### config.mk
export PLATFORM = sky130hd
export DESIGN_NAME = block_bitmap_allocator_flat
export DESIGN_NICKNAME = d
export VERILOG_FILES = /design/src/design/bba_pkg.sv /design/src/design/bba_req_if.sv /design/src/design/bba_rsp_if.sv /design/src/design/bba_word_store.sv /design/src/design/bba_first_free.sv /design/src/design/bba_seq.sv /design/src/design/block_bitmap_allocator.sv /design/src/flat_wrapper.sv
export VERILOG_INCLUDE_DIRS = /design/src /design/src/design
export SDC_FILE = /design/constraint.sdc
export NUM_CORES = 2
export LEC_CHECK = 0
export BUFFER_PORTS_ARGS = -buffer_cell sky130_fd_sc_hd__buf_4
export CORE_ASPECT_RATIO = 0.9
export CORE_MARGIN = 1.5
export CORE_UTILIZATION = 55
export CTS_CLUSTER_DIAMETER = 150
export DETAILED_ROUTE_END_ITERATION = 10
export GPL_ROUTABILITY_DRIVEN = 1
export PLACE_DENSITY = 0.71
export SYNTH_ARGS = -nofsm -noshare
export SYNTH_HDL_FRONTEND = slang
export SYNTH_SLANG_ARGS = --single-unit
### constraint.sdc
create_clock -name clk -period 11.5 [get_ports clk]
set_input_delay 1.15 -clock clk [delete_from_list [all_inputs] [get_ports clk]]
set_output_delay 1.15 -clock clk [all_outputs]
set_load 0.005 [all_outputs]
### src/design/block_bitmap_allocator_defines.svh
// assertion macros shared by the block bitmap allocator rtl
`ifndef BLOCK_BITMAP_ALLOCATOR_DEFINES_SVH
`define BLOCK_BITMAP_ALLOCATOR_DEFINES_SVH

// same-cycle implication, checked on clk outside reset
`define BBA_ASSERT_IMP(lbl, ante, cons) \
    lbl: assert property (@(posedge clk) disable iff (!rst_n) (ante) |-> (cons)) \
        else $error("bba assertion failed");

// next-cycle implication, checked on clk outside reset
`define BBA_ASSERT_NEXT(lbl, ante, cons) \
    lbl: assert property (@(posedge clk) disable iff (!rst_n) (ante) |=> (cons)) \
        else $error("bba assertion failed");

`endif

### src/design/bba_pkg.sv
// shared constants, types and codes of the block bitmap allocator
package bba_pkg;

    localparam int MAX_BLOCKS  = 1024;
    localparam int WORD_BITS   = 32;
    localparam int NUM_WORDS   = (MAX_BLOCKS + WORD_BITS - 1) / WORD_BITS;
    localparam int WORD_ADDR_W = $clog2(NUM_WORDS);
    localparam int BIT_W       = $clog2(WORD_BITS);
    localparam int IDX_W       = 10;
    localparam int CNT_W       = 11;
    localparam int STATUS_W    = 2;

    localparam logic [CNT_W-1:0] COUNT_RESET = CNT_W'(1024);
    localparam logic [CNT_W-1:0] COUNT_MAX   = CNT_W'(MAX_BLOCKS);

    localparam logic REQ_ALLOC = 1'b0;
    localparam logic REQ_FREE  = 1'b1;

    typedef enum logic [STATUS_W-1:0] {
        STATUS_OK    = 2'd0,
        STATUS_FULL  = 2'd1,
        STATUS_RANGE = 2'd2
    } bba_status_t;

    typedef enum logic [1:0] {
        ST_IDLE,
        ST_SCAN,
        ST_FREE
    } bba_state_t;

    // bitmap write request from the sequencer
    typedef struct packed {
        logic                   en;
        logic                   set;
        logic [WORD_ADDR_W-1:0] addr;
        logic [BIT_W-1:0]       bit_idx;
    } bba_wr_t;

endpackage

### src/design/bba_req_if.sv
// request channel: valid, ready and request word
interface bba_req_if;
    logic                      valid;
    logic                      ready;
    logic                      req_type;
    logic [bba_pkg::IDX_W-1:0] free_index;

    modport source (output valid, output req_type, output free_index, input ready);
    modport sink (input valid, input req_type, input free_index, output ready);
endinterface

### src/design/bba_rsp_if.sv
// response channel: valid, ready and result word
interface bba_rsp_if;
    logic                         valid;
    logic                         ready;
    logic [bba_pkg::IDX_W-1:0]    granted_index;
    logic [bba_pkg::STATUS_W-1:0] status;

    modport source (output valid, output granted_index, output status, input ready);
    modport sink (input valid, input granted_index, input status, output ready);
endinterface

### src/design/bba_word_store.sv
// used-block bitmap, one word read and one bit written per cycle
module bba_word_store (
    input  logic                                clk,
    input  logic                                rst_n,
    input  logic [bba_pkg::WORD_ADDR_W-1:0]     rd_addr,
    output logic [bba_pkg::WORD_BITS-1:0]       rd_data,
    input  bba_pkg::bba_wr_t                    wr
);

    logic [bba_pkg::WORD_BITS-1:0] words_reg [bba_pkg::NUM_WORDS];

    always_ff @(posedge clk or negedge rst_n)
    begin
        if (!rst_n)
        begin
            for (int i = 0; i < bba_pkg::NUM_WORDS; i++)
            begin
                words_reg[i] <= '0;
            end
        end
        else if (wr.en)
        begin
            words_reg[wr.addr][wr.bit_idx] <= wr.set;
        end
    end

    assign rd_data = words_reg[rd_addr];

endmodule

### src/design/bba_first_free.sv
// lowest set bit of a word of candidate free blocks
module bba_first_free (
    input  logic [bba_pkg::WORD_BITS-1:0] cand,
    output logic                          found,
    output logic [bba_pkg::BIT_W-1:0]     bit_idx
);

    logic [bba_pkg::WORD_BITS-1:0] lowest;

    // isolate lowest set bit, then encode the one-hot result
    assign lowest = cand & (~cand + bba_pkg::WORD_BITS'(1));
    assign found  = |cand;

    always_comb
    begin
        bit_idx = '0;
        for (int i = 0; i < bba_pkg::WORD_BITS; i++)
        begin
            if (lowest[i])
            begin
                bit_idx = bit_idx | bba_pkg::BIT_W'(i);
            end
        end
    end

endmodule

### src/design/bba_seq.sv
// request sequencer: word-by-word allocate scan, free, result register
`include "block_bitmap_allocator_defines.svh"

module bba_seq (
    input  logic                                clk,
    input  logic                                rst_n,
    input  logic [bba_pkg::CNT_W-1:0]           count,
    bba_req_if.sink                             req,
    bba_rsp_if.source                           rsp,
    output logic [bba_pkg::WORD_ADDR_W-1:0]     rd_addr,
    input  logic [bba_pkg::WORD_BITS-1:0]       rd_data,
    output bba_pkg::bba_wr_t                    wr
);

    bba_pkg::bba_state_t                 state_reg, state_next;
    logic [bba_pkg::WORD_ADDR_W-1:0]     word_idx_reg, word_idx_next;
    logic [bba_pkg::IDX_W-1:0]           fidx_reg, fidx_next;
    logic                                out_valid_reg, out_valid_next;
    logic [bba_pkg::IDX_W-1:0]           out_index_reg, out_index_next;
    bba_pkg::bba_status_t                out_status_reg, out_status_next;

    logic [bba_pkg::CNT_W-1:0]           base;
    logic [bba_pkg::CNT_W-1:0]           remain;
    logic [bba_pkg::WORD_BITS-1:0]       limit_mask;
    logic [bba_pkg::WORD_BITS-1:0]       cand;
    logic                                found;
    logic [bba_pkg::BIT_W-1:0]           bit_idx;
    logic                                last_word;
    logic                                out_free;
    logic                                in_range;

    // bits of the current word that lie below the block count
    assign base   = bba_pkg::CNT_W'({word_idx_reg, {bba_pkg::BIT_W{1'b0}}});
    assign remain = (count > base) ? (count - base) : '0;

    always_comb
    begin
        for (int b = 0; b < bba_pkg::WORD_BITS; b++)
        begin
            limit_mask[b] = (bba_pkg::CNT_W'(b) < remain);
        end
    end

    assign cand = ~rd_data & limit_mask;

    bba_first_free u_first_free (
        .cand    (cand),
        .found   (found),
        .bit_idx (bit_idx)
    );

    assign last_word = (word_idx_reg == bba_pkg::WORD_ADDR_W'(bba_pkg::NUM_WORDS - 1))
                    || ((base + bba_pkg::CNT_W'(bba_pkg::WORD_BITS)) >= count);
    assign out_free  = !out_valid_reg || rsp.ready;
    assign in_range  = (bba_pkg::CNT_W'(fidx_reg) < count);
    assign rd_addr   = word_idx_reg;

    always_ff @(posedge clk or negedge rst_n)
    begin
        if (!rst_n)
        begin
            state_reg     <= bba_pkg::ST_IDLE;
            out_valid_reg <= 1'b0;
        end
        else
        begin
            state_reg     <= state_next;
            out_valid_reg <= out_valid_next;
        end
    end

    always_ff @(posedge clk)
    begin
        word_idx_reg   <= word_idx_next;
        fidx_reg       <= fidx_next;
        out_index_reg  <= out_index_next;
        out_status_reg <= out_status_next;
    end

    always_comb
    begin
        state_next      = state_reg;
        word_idx_next   = word_idx_reg;
        fidx_next       = fidx_reg;
        out_valid_next  = out_valid_reg && !rsp.ready;
        out_index_next  = out_index_reg;
        out_status_next = out_status_reg;
        wr              = '0;
        req.ready       = 1'b0;

        case (state_reg)
            bba_pkg::ST_IDLE:
            begin
                req.ready = 1'b1;
                if (req.valid)
                begin
                    fidx_next     = req.free_index;
                    word_idx_next = '0;
                    state_next    = (req.req_type == bba_pkg::REQ_FREE) ? bba_pkg::ST_FREE
                                                                        : bba_pkg::ST_SCAN;
                end
            end
            bba_pkg::ST_SCAN:
            begin
                if (found || last_word)
                begin
                    if (out_free)
                    begin
                        out_valid_next = 1'b1;
                        if (found)
                        begin
                            wr.en           = 1'b1;
                            wr.set          = 1'b1;
                            wr.addr         = word_idx_reg;
                            wr.bit_idx      = bit_idx;
                            out_index_next  = bba_pkg::IDX_W'({word_idx_reg, bit_idx});
                            out_status_next = bba_pkg::STATUS_OK;
                        end
                        else
                        begin
                            out_index_next  = '0;
                            out_status_next = bba_pkg::STATUS_FULL;
                        end
                        state_next = bba_pkg::ST_IDLE;
                    end
                end
                else
                begin
                    word_idx_next = word_idx_reg + bba_pkg::WORD_ADDR_W'(1);
                end
            end
            bba_pkg::ST_FREE:
            begin
                if (out_free)
                begin
                    wr.en           = in_range;
                    wr.set          = 1'b0;
                    wr.addr         = fidx_reg[bba_pkg::IDX_W-1:bba_pkg::BIT_W];
                    wr.bit_idx      = fidx_reg[bba_pkg::BIT_W-1:0];
                    out_valid_next  = 1'b1;
                    out_index_next  = '0;
                    out_status_next = in_range ? bba_pkg::STATUS_OK : bba_pkg::STATUS_RANGE;
                    state_next      = bba_pkg::ST_IDLE;
                end
            end
            default:
            begin
                state_next = bba_pkg::ST_IDLE;
            end
        endcase
    end

    assign rsp.valid         = out_valid_reg;
    assign rsp.granted_index = out_index_reg;
    assign rsp.status        = out_status_reg;

    `BBA_ASSERT_IMP(a_grant_below_count, wr.en && wr.set,
        bba_pkg::CNT_W'({wr.addr, wr.bit_idx}) < count)
    `BBA_ASSERT_NEXT(a_grant_reported, state_reg == bba_pkg::ST_SCAN && found && out_free,
        rsp.valid && rsp.status == bba_pkg::STATUS_OK)
    `BBA_ASSERT_IMP(a_fail_index_zero, rsp.valid && rsp.status != bba_pkg::STATUS_OK,
        rsp.granted_index == '0)

endmodule

### src/design/block_bitmap_allocator.sv
// top level of the block bitmap allocator
//
//   port          dir   handshake        word
//   req           in    valid / ready    req_type, free_index
//   rsp           out   valid / ready    granted_index, status
//   cfg_wr_*      in    write enable     block count (11 bits)
//
// an allocate scans one bitmap word per cycle through a single first-free
// encoder, up to 32 words, and its result is registered on a hit or at the last word
// a free is registered from ST_FREE after accept; a request is taken only in
// ST_IDLE, so a new request waits until the last one has finished
// a stalled rsp holds the result and a finished request waits behind it
// reset clears the whole bitmap at once and sets the block count to 1024
module block_bitmap_allocator (
    input  logic                          clk,
    input  logic                          rst_n,
    input  logic                          cfg_wr_en,
    input  logic [bba_pkg::CNT_W-1:0]     cfg_wr_data,
    bba_req_if.sink                       req,
    bba_rsp_if.source                     rsp
);

    logic [bba_pkg::CNT_W-1:0]       count_reg;
    logic [bba_pkg::CNT_W-1:0]       count_eff;
    logic [bba_pkg::WORD_ADDR_W-1:0] rd_addr;
    logic [bba_pkg::WORD_BITS-1:0]   rd_data;
    bba_pkg::bba_wr_t                wr;

    always_ff @(posedge clk or negedge rst_n)
    begin
        if (!rst_n)
        begin
            count_reg <= bba_pkg::COUNT_RESET;
        end
        else if (cfg_wr_en)
        begin
            count_reg <= cfg_wr_data;
        end
    end

    // saturate the block count to the bitmap size
    assign count_eff = (count_reg > bba_pkg::COUNT_MAX) ? bba_pkg::COUNT_MAX : count_reg;

    bba_word_store u_word_store (
        .clk     (clk),
        .rst_n   (rst_n),
        .rd_addr (rd_addr),
        .rd_data (rd_data),
        .wr      (wr)
    );

    bba_seq u_seq (
        .clk     (clk),
        .rst_n   (rst_n),
        .count   (count_eff),
        .req     (req),
        .rsp     (rsp),
        .rd_addr (rd_addr),
        .rd_data (rd_data),
        .wr      (wr)
    );

endmodule

### src/flat_wrapper.sv
// flat-port wrapper written by rule: the top's interface ports become plain ports
module block_bitmap_allocator_flat 
  (clk, rst_n, cfg_wr_en, cfg_wr_data, req_valid, req_req_type, req_free_index, req_ready, rsp_valid, rsp_granted_index, rsp_status, rsp_ready);
  bba_req_if req_i ();
  bba_rsp_if rsp_i ();
  input  logic clk;
  input  logic rst_n;
  input  logic cfg_wr_en;
  input  logic [bba_pkg::CNT_W-1:0] cfg_wr_data;
  input wire logic [$bits(req_i.valid)-1:0] req_valid;
  input wire logic [$bits(req_i.req_type)-1:0] req_req_type;
  input wire logic [$bits(req_i.free_index)-1:0] req_free_index;
  output wire logic [$bits(req_i.ready)-1:0] req_ready;
  output wire logic [$bits(rsp_i.valid)-1:0] rsp_valid;
  output wire logic [$bits(rsp_i.granted_index)-1:0] rsp_granted_index;
  output wire logic [$bits(rsp_i.status)-1:0] rsp_status;
  input wire logic [$bits(rsp_i.ready)-1:0] rsp_ready;
  assign req_i.valid = req_valid;
  assign req_i.req_type = req_req_type;
  assign req_i.free_index = req_free_index;
  assign req_ready = req_i.ready;
  assign rsp_valid = rsp_i.valid;
  assign rsp_granted_index = rsp_i.granted_index;
  assign rsp_status = rsp_i.status;
  assign rsp_i.ready = rsp_ready;
  block_bitmap_allocator u_core (.clk(clk), .rst_n(rst_n), .cfg_wr_en(cfg_wr_en), .cfg_wr_data(cfg_wr_data), .req(req_i), .rsp(rsp_i));
endmodule
Word-level counts from Yosys, hierarchy flattened --
Index checks and enable logic that the tools add are counted.
Storage, ports and cells: register bits 1065, input bits 27, output and inout bits 14, word-level logic and storage cells 217
Cells by class: $add $sub $neg 4, $lt $le $gt $ge 41, equality and inequality tests 8, muxes and demuxes 103, bitwise logic cells 6, reduce and logical (&&, ||, !) cells 16
Operators with widths (number):
- bitwise mux 1024 bit | 1
- < comparator 5 x 11 -> 1 bit, first input constant | 16
- binary-select mux 32 bit (select 5 bit) | 1
- demux 32 bit (select 5 bit) | 1
- 2-to-1 mux 12 bit | 11
- 2-to-1 mux 10 bit | 13
- 2-to-1 mux 5 bit | 20
- 2-to-1 mux 32 bit | 3
- < comparator 4 x 11 -> 1 bit, first input constant | 8
- bitwise AND 32 bit | 2
- inverter 32 bit | 2
- < comparator 3 x 11 -> 1 bit, first input constant | 4
- 2-to-1 mux 2 bit | 22
- adder 32 x 1 -> 32 bit, second input constant | 1
- 2-to-1 mux 4 bit | 8
- OR reduction 32 bit | 1
- case mux 12 bit (2 select lines) | 1
- < comparator 1 x 11 -> 1 bit, first input constant | 2
- < comparator 2 x 11 -> 1 bit, first input constant | 2
- 2-to-1 mux 11 bit | 2
- case mux 10 bit (2 select lines) | 1
- >= comparator 6 bit, second input constant | 2
- 2-to-1 mux 3 bit | 4
- inverter 5 -> 6 bit | 2
- other kinds (28) | 48

Logic depth before layout (Yosys ltp) --
depth after elaboration 57, depth in mapped cells 28, depth with buffers taken out 19

Modules after synthesis --
From an unflattened synthesis, not the netlist that was laid out.
Unflattened totals: cell total of the unflattened synthesis 6336, area total of the unflattened synthesis 55139.1 µm²
By module, submodules not included:
- bba_word_store | instances 1, cells each 5950, area an instance 51381.8 µm², sequential area each 25624.6 µm²
- bba_seq | instances 1, cells each 263, area an instance 2655.0 µm², sequential area each 885.8 µm²
- bba_first_free | instances 1, cells each 88, area an instance 581.8 µm², sequential area each 0.0 µm²
- block_bitmap_allocator | instances 1, cells each 35, area an instance 520.5 µm², sequential area each 276.5 µm²

Worst setup path after synthesis --
Ideal clock, no wire load.
kind reg-to-reg, from register u_core.count_reg[10] (netlist bit), to register u_core.u_word_store.words_reg[156] (netlist bit), setup time 0.125 ns, arrival time 5.581 ns, data required time 11.375 ns, path slack 5.794 ns, stages on the path, launching flop included 27, buffers on the path 7, period minus slack after synthesis 5.706 ns, cells stage by stage dfstp_2 -> buf_4 -> inv_2 -> clkbuf_1 -> nand2_1 -> ha_1 -> inv_1 -> fa_1 -> a211o_1 -> a21oi_1 -> o21ai_1 -> and4_1 -> or4_1 -> a31o_2 -> nand3b_1 -> or2_0 -> buf_2 -> o21ai_2 -> buf_4 -> a21boi_0 -> a21oi_1 -> or3_1 -> buf_2 -> buf_2 -> buf_1 -> nor3_1 -> mux2_2
On the way: word-level cells in the longest chain between the ends 57, elaborated cells between the ends (all ways) 101, those cells by class 2 x add/sub; 40 x order compare; 50 x mux; 4 x bitwise; 5 x reduce/logical
Ends and longest elaborated chain:
- from (decl) | RTL line block_bitmap_allocator.sv:23 | logic [bba_pkg::CNT_W-1:0] count_reg;
- from (signal assigned) | RTL line block_bitmap_allocator.sv:33 | count_reg <= bba_pkg::COUNT_RESET;
- from (signal assigned) | RTL line block_bitmap_allocator.sv:37 | count_reg <= cfg_wr_data;
- greater-than comparator 11 bit | RTL line block_bitmap_allocator.sv:42 | assign count_eff = (count_reg > bba_pkg::COUNT_MAX) ? bba_pkg::COUNT_MAX : count_reg;
- 2-to-1 mux 11 bit * | RTL line block_bitmap_allocator.sv:42
- subtractor 11 x 10 -> 11 bit / greater-than comparator 11 x 10 -> 1 bit (equally long branches) | RTL line bba_seq.sv:34 | assign remain = (count > base) ? (count - base) : '0;
- 2-to-1 mux 11 bit | RTL line bba_seq.sv:34
- < comparator 1 x 11 -> 1 bit | RTL line bba_seq.sv:40 | limit_mask[b] = (bba_pkg::CNT_W'(b) < remain);
- bitwise AND 32 bit | RTL line bba_seq.sv:44 | assign cand = ~rd_data & limit_mask;
- inverter 32 bit | RTL line bba_first_free.sv:11 | assign lowest = cand & (~cand + bba_pkg::WORD_BITS'(1));
- adder 32 x 1 -> 32 bit | RTL line bba_first_free.sv:11
- [... 41 more ...]
- case mux 12 bit (2 select lines) * | RTL line bba_seq.sv:91 | case (state_reg)
- < comparator 5 x 6 -> 1 bit (implied by the code) / >= comparator 5 x 1 -> 1 bit (equally long branches) | RTL line bba_word_store.sv:23 | words_reg[wr.addr][wr.bit_idx] <= wr.set;
- logical AND 1 bit (implied by the code) | RTL line bba_word_store.sv:23
- 2-to-1 mux 1 bit (implied by the code) | RTL line bba_word_store.sv:23
- demux 1 bit (select 5 bit) | RTL line bba_word_store.sv:23
- 2-to-1 mux 32 bit (implied by the code) | RTL line bba_word_store.sv:23
- demux 32 bit (select 5 bit) | RTL line bba_word_store.sv:23
- bitwise mux 1024 bit | RTL line bba_word_store.sv:23
- to (signal, indexed assignment) | RTL line bba_word_store.sv:23
- to (decl) | RTL line bba_word_store.sv:10 | logic [bba_pkg::WORD_BITS-1:0] words_reg [bba_pkg::NUM_WORDS];
Mark *: on every way between the ends. The rest lies on a longest branch, timed or not. The select of a mux whose other input is x is not followed. A chain may end at the register's enable or synchronous reset.

Worst setup path in the final report --
from register u_core.u_seq.word_idx_reg, in the netlist u_core.u_seq.rd_addr[2], to register u_core.u_word_store.words_reg[414] (netlist bit)
On the way: word-level cells in the longest chain between the ends 57, elaborated cells between the ends (all ways) 103, those cells by class 3 x add/sub; 38 x order compare; 1 x eq/ne; 50 x mux; 6 x bitwise; 5 x reduce/logical
Ends and longest elaborated chain:
- from (decl) | RTL line bba_seq.sv:16 | logic [bba_pkg::WORD_ADDR_W-1:0] word_idx_reg, word_idx_next;
- from (signal assigned) | RTL line bba_seq.sv:74 | word_idx_reg <= word_idx_next;
- parallel branches: the longest is 47 deep, another holds adder 32 x 1 -> 32 bit
- 2-to-1 mux 12 bit * | RTL line bba_seq.sv:105 | if (found || last_word)
- 2-to-1 mux 12 bit * | RTL line bba_seq.sv:91
- case mux 12 bit (2 select lines) * | RTL line bba_seq.sv:91
- < comparator 5 x 6 -> 1 bit (implied by the code) / >= comparator 5 x 1 -> 1 bit (equally long branches) | RTL line bba_word_store.sv:23
- logical AND 1 bit (implied by the code) | RTL line bba_word_store.sv:23
- 2-to-1 mux 1 bit (implied by the code) | RTL line bba_word_store.sv:23
- demux 1 bit (select 5 bit) | RTL line bba_word_store.sv:23
- 2-to-1 mux 32 bit (implied by the code) | RTL line bba_word_store.sv:23
- demux 32 bit (select 5 bit) | RTL line bba_word_store.sv:23
- bitwise mux 1024 bit | RTL line bba_word_store.sv:23
Every way passes the cells marked *. The select of a mux whose other input is x is not followed.

==> impl_metrics.prom <==
# TYPE chip_impl_metric gauge
chip_impl_metric{name="grt_pass1_wl",unit="mm"} 293.5
chip_impl_info{name="cp_capture_point",value="u_core.u_word_store.words_reg[414]"} 1
chip_impl_metric{name="timing.clock.skew",unit="ns"} 0.06276
chip_impl_metric{name="layout-drive-gt1-share",unit=""} 0.1866
chip_impl_metric{name="hold_violations",unit=""} 0
chip_impl_metric{name="number_of_antenna_violations_at_the_first_check_in_global_routing",unit=""} 4
chip_impl_metric{name="multiInputGateArea",unit="sq um"} 27570
chip_impl_metric{name="synth_seq_cells",unit=""} 1065
chip_impl_metric{name="via_count",unit=""} 46840
chip_impl_info{name="cell_with_the_largest_stage_delay_on_the_worst_path",value="sky130_fd_sc_hd__or3_1"} 1
chip_impl_metric{name="leakagePower",unit="nW"} 24.93
chip_impl_metric{name="ff2ff_path_depth",unit=""} 17
chip_impl_info{name="r2r_end",value="u_core.u_word_store.words_reg[414]"} 1
chip_impl_metric{name="hold_fix_buffers_at_cts",unit=""} 0
chip_impl_metric{name="synth_xor_area_frac",unit=""} 0.0004581
chip_impl_metric{name="cts_made_buffers",unit=""} 114
chip_impl_metric{name="post_cts_resized",unit=""} 0
chip_impl_metric{name="critical_path.max_stage_delay",unit="ns"} 1.05
chip_impl_metric{name="worst_pin_slew",unit="ns"} 1.513
chip_impl_metric{name="mean_area_per_synthesized_cell",unit="sq um"} 11.09
chip_impl_metric{name="route.detailed.wl_per_inst",unit="um"} 31.72
chip_impl_metric{name="synth_enable_flop_cells",unit=""} 27
chip_impl_metric{name="netlist_area",unit="sq um"} 57350
chip_impl_metric{name="core",unit="sq um"} 103600
chip_impl_metric{name="detail_route.iter0.violations",unit=""} 7605
chip_impl_info{name="critPathTopFamily",value="simple AND/OR/NAND/NOR gates"} 1
chip_impl_metric{name="largest_register_ff_count",unit=""} 1024
chip_impl_metric{name="power_density",unit="nW/um^2"} 199.9
chip_impl_metric{name="finalSetupTns",unit="ns"} 0
chip_impl_info{name="worstSetupStartpoint",value="u_core.u_seq.rd_addr[2]"} 1
chip_impl_metric{name="p_total",unit="W"} 0.01226
chip_impl_metric{name="die_y",unit="um"} 309.4
chip_impl_metric{name="groute.usage.overall",unit=""} 0.3666
chip_impl_info{name="outcome",value="finished with violations"} 1
chip_impl_metric{name="synthSimpleGateAreaFrac",unit=""} 0.07723
chip_impl_metric{name="max_freq",unit="GHz"} 0.1125
chip_impl_metric{name="synth_top_area_share",unit=""} 0.4525
chip_impl_metric{name="antenna_violating_nets_post_route",unit=""} 0
chip_impl_metric{name="effective_utilization_at_floorplan",unit=""} 0.5538
chip_impl_metric{name="post-place-ws",unit="ns"} 2.960
chip_impl_metric{name="holdWs",unit="ns"} 0.4371
chip_impl_metric{name="regToRegSetupSlack",unit="ns"} 2.61
chip_impl_info{name="critical_path.reg2reg.startpoint",value="u_core.u_seq.rd_addr[2]"} 1
chip_impl_metric{name="placedCellCount",unit=""} 6012
chip_impl_metric{name="fraction_of_registers_with_async_set_or_reset_after_synthesis",unit=""} 0.9746
chip_impl_info{name="violations",value="capacitance limit, slew limit"} 1
chip_impl_metric{name="routabilityCongestion",unit=""} 0.9754
chip_impl_metric{name="cts_max_level",unit=""} 3
chip_impl_info{name="synth_area_leaders",value="sky130_fd_sc_hd__dfrtp_1, sky130_fd_sc_hd__o31ai_1, sky130_fd_sc_hd__mux2_2"} 1
chip_impl_info{name="setup.worst_path.end_class",value="register"} 1
chip_impl_metric{name="synth.area.mux_share",unit=""} 0.1629
chip_impl_metric{name="dieArea",unit="sq um"} 106200
chip_impl_info{name="grt_setup_unrepaired",value="false"} 1
chip_impl_metric{name="ir_worst_vdd",unit="mV"} 0.2346
chip_impl_metric{name="cts.sink_count",unit=""} 1065
chip_impl_metric{name="seq_area_frac_synth",unit=""} 0.4671
chip_impl_metric{name="fp-row-count",unit=""} 112
chip_impl_info{name="timing.critical_path.from_type",value="register"} 1
chip_impl_info{name="tritoncts_clock_tree",value="yes"} 1
chip_impl_metric{name="finalWorstSetupSlack",unit="ns"} 2.608
chip_impl_metric{name="synth_nets",unit=""} 5226
chip_impl_metric{name="die_w",unit="um"} 343.4
chip_impl_metric{name="final-max-slew-violation-count",unit=""} 6
chip_impl_metric{name="required",unit="ns"} 12.06
chip_impl_info{name="worstPathCellList",value="buf_4 > inv_1 > ha_1 > o21ai_1 > a2111o_1 > o211a_1 > nor3_2 > a311oi_1 > a2111oi_2 > nand2_1 > nor2_2 > a21oi_1 > a21oi_1 > or3_4 > buf_4 > or3_1 > o31ai_1"} 1
chip_impl_info{name="type_of_the_setup_path_with_the_least_slack",value="register to register"} 1
chip_impl_metric{name="synth-adder-area-share",unit=""} 0.005803
chip_impl_metric{name="layout.nets",unit=""} 4813
chip_impl_metric{name="final.min_clock_period",unit="ns"} 8.892
chip_impl_metric{name="max_cap_violations",unit=""} 1
chip_impl_metric{name="grt_start_max_net_pins",unit=""} 211
chip_impl_info{name="hold_path.class",value="primary input to async pin"} 1
chip_impl_metric{name="drc",unit=""} 0
chip_impl_metric{name="critPathArrivalTime",unit="ns"} 9.45
chip_impl_metric{name="synthDistinctLibCells",unit=""} 102
chip_impl_metric{name="place.port_buffers",unit=""} 40
chip_impl_metric{name="synth-compound-area-share",unit=""} 0.2313
chip_impl_metric{name="gr-total-overflow",unit=""} 0
chip_impl_metric{name="ys_warn_count",unit=""} 0
chip_impl_metric{name="insertion_delay",unit="ns"} 0.75
chip_impl_metric{name="post_cts_buffers",unit=""} 0
chip_impl_metric{name="syn2layout_area_growth",unit="%"} 6.959
chip_impl_metric{name="finalWirelength",unit="mm"} 197.7
chip_impl_metric{name="via_count_of_the_first_global_routing_pass",unit=""} 44060
chip_impl_info{name="synth_top_family_by_area",value="compound AO/OA/AOI/OAI gates"} 1
chip_impl_metric{name="place_hpwl",unit="mm"} 116.3
chip_impl_metric{name="cell_depth_of_the_worst_setup_path",unit=""} 17
chip_impl_info{name="synthFlopType",value="sky130_fd_sc_hd__dfrtp_1"} 1
chip_impl_metric{name="ioPinCount",unit=""} 41
chip_impl_metric{name="finalCritPeriodShare",unit=""} 0.7732
chip_impl_metric{name="via_per_inst",unit=""} 7.514
chip_impl_metric{name="clockBufferDepth",unit=""} 3
chip_impl_metric{name="timing.final.setup_violations",unit=""} 0
chip_impl_metric{name="post_synthesis_cell_count",unit=""} 5173
chip_impl_metric{name="clk_transition_reported_paths",unit="ns"} 0.06
chip_impl_metric{name="layout.filler_cells",unit=""} 8411
chip_impl_metric{name="worstPathBufferInverterCount",unit=""} 3
chip_impl_metric{name="critical_path_peak_fanout",unit=""} 83
chip_impl_info{name="cts_root_buf",value="sky130_fd_sc_hd__clkbuf_16"} 1
chip_impl_metric{name="post_layout_nonfiller_instances",unit=""} 6233
chip_impl_metric{name="max_slew_margin",unit=""} -0.01255
chip_impl_metric{name="drtPass1Iterations",unit=""} 8
chip_impl_metric{name="ff_latch_area",unit="sq um"} 26790
chip_impl_info{name="synth_area_leader_cell",value="sky130_fd_sc_hd__dfrtp_1"} 1
kinds of logic (layout without fill, tap and decap cells):
group / after synthesis / in the layout
DFF: 1065 / 1065
other: 0 / 5
muxes: 707 / 707
and+or+nand+nor: 837 / 837
buffers and inverters: 701 / 388
xor gates and xnor gates: 3 / 3
AOI/OAI and AO/OA: 1834 / 1834
adders and majority gates: 26 / 26
area by class of cell:
class / instances / share of cell area
clock inverters: 48 / 0.008118
multi-input cells: 3407 / 0.4494
clock buffers: 168 / 0.05509
flip-flops and latches: 1065 / 0.4367
inverters: 26 / 0.001591
repair buffers: 146 / 0.02105
diodes: 5 / 0.0002040
well taps: 1368 / 0.02790
cells in the final DEF, fill, tap and decap left out, drive strengths merged, types with 15 or more instances in the layout:
master,count
o21ai,262
clkbuf,168
o22ai,19
clkinv,38
or2,49
nand2,143
nor3,165
nand2b,17
a211oi,17
and2,20
mux2,320
nor4,81
ha,25
nor2,92
nand4,15
nand3,126
o41ai,56
buf,146
dfrtp,1037
a22oi,118
a21oi,49
mux4,149
edfxtp,27
o31ai,1180
or3,46
mux2i,238
nor2b,26
inv,29
and3,16
metal layers:
layer,track usage,wire [um],vias up
met5,0,22,-
met4,0.1706,10370,4
met3,0.1216,25750,601
met2,0.5158,83370,3030
met1,0.5113,78230,23710
li1,-,-,19490
synthesized netlist by cell type (all sizes together), types with 15 or more instances:
master     n
ha        25
edfxtp    27
a21oi     49
mux2     320
nand2b    17
and2      20
nand3    126
mux2i    238
or3       46
nand4     15
inv       24
o31ai   1180
o41ai     56
nor3     165
and3      16
mux4     149
nand2    143
clkbuf   423
o22ai     19
buf      252
o21ai    262
a22oi    118
nor2      92
nor4      81
a211oi    17
or2       49
dfrtp   1037
nor2b     26
power breakdown:
part	internal, W	switching, W
Combinational	0.00113	0.00345
Sequential	0.00384	0.0000442
Clock	0.00219	0.00161
Total	0.00716	0.00510
how the worst min path moves through the flow:
| stage | startpoint | end | cells past startpoint |
|---|---|---|---|
| global route | u_core.u_word_store.words_reg[442] | u_core.u_word_store.words_reg[442] | 2 |
| global placement | u_core.u_word_store.words_reg[38] | u_core.u_word_store.words_reg[38] | 2 |
| CTS | rst_n | u_core.u_word_store.words_reg[806] | 1 |
| finish | rst_n | u_core.u_word_store.words_reg[939] | 1 |
| floorplan | u_core.u_word_store.words_reg[215] | u_core.u_word_store.words_reg[215] | 2 |
| detailed placement | u_core.u_word_store.words_reg[62] | u_core.u_word_store.words_reg[62] | 2 |
metrics by stage:
step | utilization | area [sq um]
finish | 0.5924 | 61340
global placement | 0.5548 | 57450
CTS | 0.5922 | 61330
global route | 0.5922 | 61330
detailed placement | 0.5548 | 57450
floorplan | - | 57350
Power figures use the tool's default switching activity.
